File: src/sv/session_handshake_arbiter_defines.svh
// ----------------------------------------------------------------------------
// session_handshake_arbiter_defines
// assertion macros shared by the session arbiter rtl
// ----------------------------------------------------------------------------
`ifndef SESSION_HANDSHAKE_ARBITER_DEFINES_SVH
`define SESSION_HANDSHAKE_ARBITER_DEFINES_SVH

// same-cycle implication, disabled while in reset
`define SHSA_ASSERT_IMP(lbl, ante, cons, msg) \
  lbl: assert property (@(posedge clk_i) disable iff (!rst_ni) (ante) |-> (cons)) \
    else $error(msg);

// next-cycle implication, disabled while in reset
`define SHSA_ASSERT_NXT(lbl, ante, cons, msg) \
  lbl: assert property (@(posedge clk_i) disable iff (!rst_ni) (ante) |=> (cons)) \
    else $error(msg);

`endif

File: src/sv/shsa_pkg.sv
// ----------------------------------------------------------------------------
// shsa_pkg
// types and constants of the session handshake arbiter
// ----------------------------------------------------------------------------
package shsa_pkg;

  typedef enum logic [2:0] {
    KIND_HSK_START   = 3'd0,
    KIND_SEND_NEW    = 3'd1,
    KIND_SEND_REPLY  = 3'd2,
    KIND_RX_START    = 3'd3,
    KIND_RX_ACCEPT   = 3'd4,
    KIND_RX_CONFLICT = 3'd5,
    KIND_RX_OTHER    = 3'd6
  } kind_e;

  typedef enum logic [1:0] {
    PH_IDLE     = 2'd0,
    PH_WAIT     = 2'd1,
    PH_DONE     = 2'd2,
    PH_CONFLICT = 2'd3
  } phase_e;

  typedef enum logic [1:0] {
    SK_HSK_START    = 2'd0,
    SK_HSK_ACCEPT   = 2'd1,
    SK_HSK_CONFLICT = 2'd2,
    SK_USER         = 2'd3
  } send_kind_e;

  localparam logic [1:0] CFG_OWN_BUF   = 2'd0;
  localparam logic [1:0] CFG_OWN_CKSUM = 2'd1;
  localparam logic [1:0] CFG_SEED      = 2'd2;
  localparam logic [1:0] CFG_ORIGIN    = 2'd3;

  localparam logic [15:0] HSK_LEN      = 16'd3;
  localparam logic [15:0] PEER_BUF_RST = 16'hFFFF;
  localparam logic [7:0]  CKSUM_XOR    = 8'd1;
  localparam logic [7:0]  CKSUM_CRC32  = 8'd32;

  typedef struct packed {
    logic [2:0]  kind;
    logic [7:0]  msg_type;
    logic [15:0] session;
    logic [15:0] length;
    logic [7:0]  peer_cksum_byte;
    logic [15:0] peer_bufsize;
  } item_t;

  typedef struct packed {
    logic [14:0] counter;
    logic        origin;
    logic [15:0] pending;
    phase_e      phase;
    logic [15:0] peer_buf;
    logic [7:0]  peer_cksum;
  } state_t;

  typedef struct packed {
    logic        ok;
    logic        send;
    logic [1:0]  send_kind;
    logic [7:0]  send_type;
    logic [15:0] send_session;
    logic [7:0]  send_cksum;
    logic [15:0] send_length;
    logic        pass_to_user;
    logic        reset_framing;
    logic [1:0]  hsk_status;
  } result_t;

endpackage

File: src/sv/shsa_decide.sv
// ----------------------------------------------------------------------------
// shsa_decide
// per-item decision: next session state and the send result
// ----------------------------------------------------------------------------
module shsa_decide #(
  parameter bit HasCrc32 = 1'b1
) (
  input  shsa_pkg::item_t   item_i,
  input  shsa_pkg::state_t  cur_i,
  output shsa_pkg::state_t  nxt_o,
  output shsa_pkg::result_t res_o
);

  logic [15:0] limit_cur;
  logic [15:0] limit_rx;
  logic [15:0] peer_buf_rx;
  logic [15:0] sn;
  logic [14:0] counter_inc;
  logic [7:0]  peer_ck_in;
  logic        fits_len;
  logic        fits_hsk;
  logic        fits_hsk_rx;
  logic        take_peer;
  logic        match;

  assign sn          = {cur_i.origin, cur_i.counter};
  assign counter_inc = cur_i.counter + 15'd1;
  assign limit_cur   = cur_i.peer_buf - shsa_pkg::HSK_LEN;
  assign fits_len    = item_i.length <= limit_cur;
  assign fits_hsk    = shsa_pkg::HSK_LEN <= limit_cur;
  assign take_peer   = item_i.length >= shsa_pkg::HSK_LEN;
  assign peer_buf_rx = take_peer ? item_i.peer_bufsize : cur_i.peer_buf;
  assign limit_rx    = peer_buf_rx - shsa_pkg::HSK_LEN;
  assign fits_hsk_rx = shsa_pkg::HSK_LEN <= limit_rx;
  assign match       = (cur_i.phase == shsa_pkg::PH_WAIT) && (cur_i.pending == item_i.session);
  assign peer_ck_in  = (item_i.peer_cksum_byte == shsa_pkg::CKSUM_CRC32 && !HasCrc32) ?
                       shsa_pkg::CKSUM_XOR : item_i.peer_cksum_byte;

  always_comb begin
    nxt_o = cur_i;
    res_o = '0;
    case (item_i.kind)
      shsa_pkg::KIND_HSK_START: begin
        if (cur_i.phase != shsa_pkg::PH_WAIT) begin
          nxt_o.counter = counter_inc;
          if (fits_hsk) begin
            nxt_o.phase            = shsa_pkg::PH_WAIT;
            nxt_o.pending          = sn;
            res_o.ok               = 1'b1;
            res_o.send             = 1'b1;
            res_o.send_kind        = shsa_pkg::SK_HSK_START;
            res_o.send_session     = sn;
            res_o.send_length      = shsa_pkg::HSK_LEN;
          end else begin
            nxt_o.phase = shsa_pkg::PH_IDLE;
          end
        end
      end
      shsa_pkg::KIND_SEND_NEW: begin
        nxt_o.counter = counter_inc;
        if (fits_len) begin
          res_o.ok           = 1'b1;
          res_o.send         = 1'b1;
          res_o.send_kind    = shsa_pkg::SK_USER;
          res_o.send_type    = item_i.msg_type;
          res_o.send_session = sn;
          res_o.send_length  = item_i.length;
        end
      end
      shsa_pkg::KIND_SEND_REPLY: begin
        if (fits_len) begin
          res_o.ok           = 1'b1;
          res_o.send         = 1'b1;
          res_o.send_kind    = shsa_pkg::SK_USER;
          res_o.send_type    = item_i.msg_type;
          res_o.send_session = item_i.session;
          res_o.send_length  = item_i.length;
        end
      end
      shsa_pkg::KIND_RX_START: begin
        res_o.ok = 1'b1;
        if (cur_i.phase == shsa_pkg::PH_WAIT) begin
          nxt_o.phase = shsa_pkg::PH_CONFLICT;
          if (fits_hsk) begin
            res_o.send         = 1'b1;
            res_o.send_kind    = shsa_pkg::SK_HSK_CONFLICT;
            res_o.send_session = item_i.session;
            res_o.send_length  = shsa_pkg::HSK_LEN;
          end
        end else begin
          nxt_o.origin = ~item_i.session[15];
          nxt_o.phase  = shsa_pkg::PH_DONE;
          if (take_peer) begin
            nxt_o.peer_buf   = item_i.peer_bufsize;
            nxt_o.peer_cksum = peer_ck_in;
          end
          if (fits_hsk_rx) begin
            res_o.send         = 1'b1;
            res_o.send_kind    = shsa_pkg::SK_HSK_ACCEPT;
            res_o.send_session = item_i.session;
            res_o.send_length  = shsa_pkg::HSK_LEN;
          end
        end
      end
      shsa_pkg::KIND_RX_ACCEPT: begin
        if (match) begin
          res_o.ok    = 1'b1;
          nxt_o.phase = shsa_pkg::PH_DONE;
          if (take_peer) begin
            nxt_o.peer_buf   = item_i.peer_bufsize;
            nxt_o.peer_cksum = peer_ck_in;
          end
        end
      end
      shsa_pkg::KIND_RX_CONFLICT: begin
        if (match) begin
          res_o.ok            = 1'b1;
          res_o.reset_framing = 1'b1;
          nxt_o.phase         = shsa_pkg::PH_CONFLICT;
        end
      end
      shsa_pkg::KIND_RX_OTHER: begin
        res_o.ok           = 1'b1;
        res_o.pass_to_user = 1'b1;
      end
      default: begin
      end
    endcase
    res_o.send_cksum = res_o.send ? nxt_o.peer_cksum : 8'd0;
    res_o.hsk_status = nxt_o.phase;
  end

endmodule

File: src/sv/session_handshake_arbiter.sv
// ----------------------------------------------------------------------------
// session_handshake_arbiter
// session and handshake decisions for a serial message endpoint
// ----------------------------------------------------------------------------
// usage
//   input channel: one event item (kind, msg_type, session, length and the
//   peer handshake bytes) is taken when in_valid_i is high and in_stall_o low
//   output channel: one result item per event, taken when out_valid_o is high
//   and out_stall_i low; all result fields are zero when send_o is low,
//   except ok_o, the flags and hsk_status_o
//   config channel: cfg_ready_o is always high; index 2 reloads the session
//   counter and index 3 the origin bit; indexes 0 and 1 hold payload values
//   that the framing side builds, so they change nothing here
//   registers: an accepted item waits in the input register, and its result is
//   loaded into the result register once the output is free; throughput: one item
//   per cycle while out_stall_i stays low, set by the single decision stage between
//   the input register and the result register; stall: while the result register
//   is held the input register holds its item and in_stall_o rises once it is full
//   reset: session counter and origin bit 0, handshake not started, peer
//   buffer size 65535, peer checksum crc32 (xor without crc support)
// ----------------------------------------------------------------------------
`include "session_handshake_arbiter_defines.svh"

module session_handshake_arbiter #(
  parameter bit HasCrc32 = 1'b1
) (
  input  logic        clk_i,
  input  logic        rst_ni,
  input  logic        in_valid_i,
  output logic        in_stall_o,
  input  logic [2:0]  kind_i,
  input  logic [7:0]  msg_type_i,
  input  logic [15:0] session_i,
  input  logic [15:0] length_i,
  input  logic [7:0]  peer_cksum_byte_i,
  input  logic [15:0] peer_bufsize_i,
  output logic        out_valid_o,
  input  logic        out_stall_i,
  output logic        ok_o,
  output logic        send_o,
  output logic [1:0]  send_kind_o,
  output logic [7:0]  send_type_o,
  output logic [15:0] send_session_o,
  output logic [7:0]  send_cksum_o,
  output logic [15:0] send_length_o,
  output logic        pass_to_user_o,
  output logic        reset_framing_o,
  output logic [1:0]  hsk_status_o,
  input  logic        cfg_valid_i,
  output logic        cfg_ready_o,
  input  logic [1:0]  cfg_index_i,
  input  logic [15:0] cfg_data_i
);

  localparam logic [7:0] PeerCksumRst = HasCrc32 ? shsa_pkg::CKSUM_CRC32 : shsa_pkg::CKSUM_XOR;

  shsa_pkg::item_t   item_q;
  shsa_pkg::state_t  state_q, state_d, state_nxt;
  shsa_pkg::result_t res_q, res_d;
  logic              in_valid_q, out_valid_q;
  logic              advance, in_accept, cfg_we;

  assign cfg_ready_o = 1'b1;
  assign cfg_we      = cfg_valid_i && cfg_ready_o;
  assign advance     = in_valid_q && (!out_valid_q || !out_stall_i);
  assign in_stall_o  = in_valid_q && !advance;
  assign in_accept   = in_valid_i && !in_stall_o;

  shsa_decide #(
    .HasCrc32 (HasCrc32)
  ) u_decide (
    .item_i (item_q),
    .cur_i  (state_q),
    .nxt_o  (state_nxt),
    .res_o  (res_d)
  );

  always_comb begin
    state_d = advance ? state_nxt : state_q;
    if (cfg_we) begin
      case (cfg_index_i)
        shsa_pkg::CFG_SEED:   state_d.counter = cfg_data_i[14:0];
        shsa_pkg::CFG_ORIGIN: state_d.origin  = cfg_data_i[0];
        default: begin
        end
      endcase
    end
  end

  always_ff @(posedge clk_i or negedge rst_ni) begin
    if (!rst_ni) begin
      in_valid_q          <= 1'b0;
      out_valid_q         <= 1'b0;
      state_q.counter     <= '0;
      state_q.origin      <= 1'b0;
      state_q.pending     <= '0;
      state_q.phase       <= shsa_pkg::PH_IDLE;
      state_q.peer_buf    <= shsa_pkg::PEER_BUF_RST;
      state_q.peer_cksum  <= PeerCksumRst;
    end else begin
      state_q <= state_d;
      if (in_accept) begin
        in_valid_q <= 1'b1;
      end else if (advance) begin
        in_valid_q <= 1'b0;
      end
      if (advance) begin
        out_valid_q <= 1'b1;
      end else if (!out_stall_i) begin
        out_valid_q <= 1'b0;
      end
    end
  end

  always_ff @(posedge clk_i) begin
    if (in_accept) begin
      item_q.kind            <= kind_i;
      item_q.msg_type        <= msg_type_i;
      item_q.session         <= session_i;
      item_q.length          <= length_i;
      item_q.peer_cksum_byte <= peer_cksum_byte_i;
      item_q.peer_bufsize    <= peer_bufsize_i;
    end
    if (advance) begin
      res_q <= res_d;
    end
  end

  assign out_valid_o     = out_valid_q;
  assign ok_o            = res_q.ok;
  assign send_o          = res_q.send;
  assign send_kind_o     = res_q.send_kind;
  assign send_type_o     = res_q.send_type;
  assign send_session_o  = res_q.send_session;
  assign send_cksum_o    = res_q.send_cksum;
  assign send_length_o   = res_q.send_length;
  assign pass_to_user_o  = res_q.pass_to_user;
  assign reset_framing_o = res_q.reset_framing;
  assign hsk_status_o    = res_q.hsk_status;

  `SHSA_ASSERT_IMP(a_send_ok, out_valid_o && send_o, ok_o, "send without ok")
  `SHSA_ASSERT_IMP(a_rfrm_conflict, out_valid_o && reset_framing_o,
                   hsk_status_o == shsa_pkg::PH_CONFLICT, "framing reset outside conflict")
  `SHSA_ASSERT_IMP(a_pass_nosend, out_valid_o && pass_to_user_o, !send_o,
                   "user pass with send")
  `SHSA_ASSERT_NXT(a_item_kept, in_valid_q && !advance, in_valid_q, "held item dropped")
  `SHSA_ASSERT_NXT(a_counter_step,
                   advance && item_q.kind == shsa_pkg::KIND_SEND_NEW && !cfg_we,
                   state_q.counter == $past(state_q.counter) + 15'd1,
                   "session counter not advanced")

endmodule

File: config.mk
export PLATFORM = sky130hd
export DESIGN_NAME = session_handshake_arbiter
export DESIGN_NICKNAME = d
export VERILOG_FILES = /design/src/sv/shsa_pkg.sv /design/src/sv/shsa_decide.sv /design/src/sv/session_handshake_arbiter.sv
export VERILOG_INCLUDE_DIRS = /design/src /design/src/sv
export SDC_FILE = /design/constraint.sdc
export NUM_CORES = 1
export LEC_CHECK = 0
export BUFFER_PORTS_ARGS = -buffer_cell sky130_fd_sc_hd__buf_2
export CAP_MARGIN = 5
export CORE_MARGIN = 2
export CORE_UTILIZATION = 35
export CTS_BUF_LIST = sky130_fd_sc_hd__clkbuf_4 sky130_fd_sc_hd__clkbuf_8
export CTS_CLUSTER_DIAMETER = 120
export DETAILED_ROUTE_END_ITERATION = 8
export SETUP_SLACK_MARGIN = 0.15
export SYNTH_ARGS = -nofsm -noshare
export SYNTH_HDL_FRONTEND = slang
export SYNTH_SLANG_ARGS = --single-unit
export TNS_END_PERCENT = 1
File: constraint.sdc
create_clock -name clk_i -period 4.92 [get_ports clk_i]
set_clock_uncertainty 0.1 [all_clocks]
set_input_delay 0 -clock clk_i [delete_from_list [all_inputs] [get_ports clk_i]]
set_output_delay 0 -clock clk_i [all_outputs]
set_load 0.05 [all_outputs]
==> impl_metrics.json <==
{
  "status": "finished, final reports clean",
  "critPathLaunch": "state_q[8]",
  "crit_arrival_ps": 4120,
  "ys_types": 67,
  "start_util_pct": 35.9,
  "drive_gt1_share_pct": 31.7,
  "numCtsBuffers": 17,
  "yosysSeqAreaShare_pct": 63.7,
  "cellPowerDensity_mw_per_mm2": 428,
  "end_kind": "flop",
  "ir_worst_vdd_mv": 0.209,
  "io_pins": 149,
  "synth_most_common_cell": "edfxtp_1",
  "synth_area_leaders": "edfxtp_1 45%, dfrtp_1 13%, mux2_2 5.5%",
  "grt_pass1_vias": 5538,
  "yosysTopAreaCell": "edfxtp_1",
  "p_switching_uw": 1530,
  "die_w_um": 157,
  "areaGrowthSynthToFinish_pct": 28.1,
  "ant_nets": 0,
  "power_frac_seq_pct": 50.0,
  "setup_ws_ps": 1020,
  "port_buffers": 146,
  "vias_per_cell": 4.72,
  "power_leakage_uw": 0.00416,
  "clockBufferDepth": 2,
  "avgRoutedWirePerCell_um": 16.2,
  "ys_ff_latch": 183,
  "dieArea_mm2": 0.0246,
  "gp_congestion": 0.806,
  "synthArstFlopShare_pct": 32.8,
  "comb_power_share_pct": 27.7,
  "drtPass1Iterations": 5,
  "post-route-period-util_pct": 79.2,
  "synthDominantCellAreaShare_pct": 45.1,
  "syn_area_per_cell_um2": 14.0,
  "vias": 5425,
  "totalWireLength_um": 18600,
  "final_hold_viol_count": 0,
  "grt_pass1_wl_um": 29400,
  "grt_usage_pct": 15.8,
  "drv_slew": 0,
  "hold_path_class": "primary input to flop",
  "clockPowerShare_pct": 22.2,
  "cts_tree": "yes",
  "grt_max_degree": 68,
  "intPower_uw": 2950,
  "drtIter0Drc": 255,
  "die_h_um": 157,
  "crit-reg2reg-launch": "state_q[8]",
  "setup_viol": 0,
  "min_period_ps": 3900,
  "worst_pin_slew_ps": 1070,
  "final_nets": 933,
  "maxCapViolCount": 0,
  "synth_edf_count": 123,
  "swShare_pct": 34.1,
  "post-dp-hpwl_um": 12400,
  "clock_latency_ps": 470,
  "path_max_fanout": 25,
  "cts-root-buf": "clkbuf_8",
  "clock-sinks": 183,
  "crit_type": "flop to flop",
  "cts.clk_slew.worst_paths_ps": 110,
  "cp-start-kind": "flop",
  "synthCells": 584,
  "min_from": "session_i[12]",
  "setup_tns_ps": 0,
  "syn_area_mm2": 0.00818,
  "rows": 55,
  "final_core_util_pct": 46.0,
  "whs_ps": 135,
  "synthFlopType": "edfxtp_1",
  "rsz0062_at_grt": "no",
  "yosysWarnings": 0,
  "fmax_mhz": 257,
  "cp.required_ps": 5140,
  "antenna_found_initial": 0,
  "yosys-top-cells-count": "123 x edfxtp_1, 44 x nor2_1, 43 x dfrtp_1",
  "coreArea_mm2": 0.0228,
  "relSlewSlack_pct": 28.5,
  "route.detailed.drc": 0,
  "dp_slack_ps": 979,
  "antennaDiodeCount": 0,
  "synth_fp_nets": 693,
  "grt.overflow.total": 0,
  "htree_levels": 4
}
## power by group through the flow
stage | Clock (µW) | Combinational, µW | Sequential [µW]
floorplan | 0 | 765 | 2380
global placement | 0 | 1180 | 2270
detailed placement | 0 | 1200 | 2280
CTS | 1040 | 1260 | 2240
global route | 1100 | 1380 | 2290
finish | 997 | 1240 | 2240
## cell usage in the layout, fill, tap and decap left out, types with 3 or more instances in the layout
master           n
nor2_1          44
dfrtp_1         43
mux2_1           3
mux2i_1         10
inv_1           11
edfxtp_1       123
nand3_1         12
and2_1          22
xnor2_1         14
clkbuf_8        17
and3_1           5
nor3_1           8
nor2b_1         10
dlygate4sd3_1   88
inv_6            4
a21o_1           4
nor4_1          12
a21oi_1         23
o21ai_0          7
buf_4            4
xor2_1          31
a22o_2           6
buf_2          146
ha_1            19
nand2_1         24
a22o_1          10
dfstp_2         17
mux2_2          40
a211oi_1         7
nand4_1         12
and4_1           3
nand2b_1         4
## registers in the layout, indices dropped and copies added (netlist names)
register / cells
send_session_o: 16
send_type_o: 8
state_q: 58
item_q: 67
send_length_o: 16
out_valid_o: 1
hsk_status_o: 2
send_cksum_o: 8
send_kind_o: 2
reset_framing_o: 1
send_o: 1
in_valid_q: 1
pass_to_user_o: 1
ok_o: 1
## per-layer routing
layer	vias to the layer above	share of wire, %	track usage [%]
met5	-	0	0
met3	5	4.7	3.66
met2	147	48	26.9
met4	0	0.62	3.54
li1	2652	-	-
met1	2621	47	20.5
## worst max-delay path: stages, from the launching register on
cell and delay [ps]:
dfstp_2 410, ha_1 260, nor3_2 320, nand2_1 140, nor2_1 150, xnor2_1 90
ha_1 280, nand4_1 110, or4_1 510, o22ai_1 120, a31oi_1 80, buf_4 180
nor2_2 200, o21a_1 590, and2_1 230
## stage by stage
step	total power (µW)	area, µm²	cells
4_1_cts	4540	10500	1150
3_5_place_dp	3480	9220	1030
5_1_grt	4770	10500	1150
3_3_place_gp	3450	9220	1030
6_report	4480	10500	1150
2_1_floorplan	3150	8180	584
## worst paths after layout
check | slack [ps] | cells past startpoint | to
max | 1020 | 14 | send_type_o[3]
min | 130 | 2 | item_q[52]
max reg2reg | 1020 | 14 | send_type_o[3]
min reg2reg | 390 | 1 | out_valid_o
max in group asynchronous | 4030 | 3 | state_q[6]
min in group asynchronous | 140 | 3 | in_valid_q
## final cells by class
cell class | instances | area [µm²]
Sequential cell | 183 | 5220
Tap cell | 313 | 392
Timing Repair Buffer | 238 | 1640
Multi-Input combinational cell | 373 | 2810
Clock inverter | 14 | 139
Clock buffer | 18 | 241
Inverter | 11 | 41.3
Fill cell | 2069 | 12300
## timing repair
item	CTS	global route
hold endpoints to repair	144	0
hold buffers	88	0
gates resized for setup	0	0
buffers inserted	0	0
## cells by family (layout without fill, tap and decap cells)
kind of cell | after synthesis | count (layout) | synth area share, %
xor gates and xnor gates | 45 | 45 | 4.82
other | 1 | 1 | 0.0458
AOI/OAI and AO/OA | 81 | 81 | 7.97
muxes | 53 | 53 | 7.14
adders and majority gates | 20 | 20 | 3.03
DFF | 183 | 183 | 63.7
and+or+nand+nor | 173 | 173 | 11.2
buffers and inverters | 28 | 281 | 2.03
Note: power is estimated with default switching activity, not from simulation.
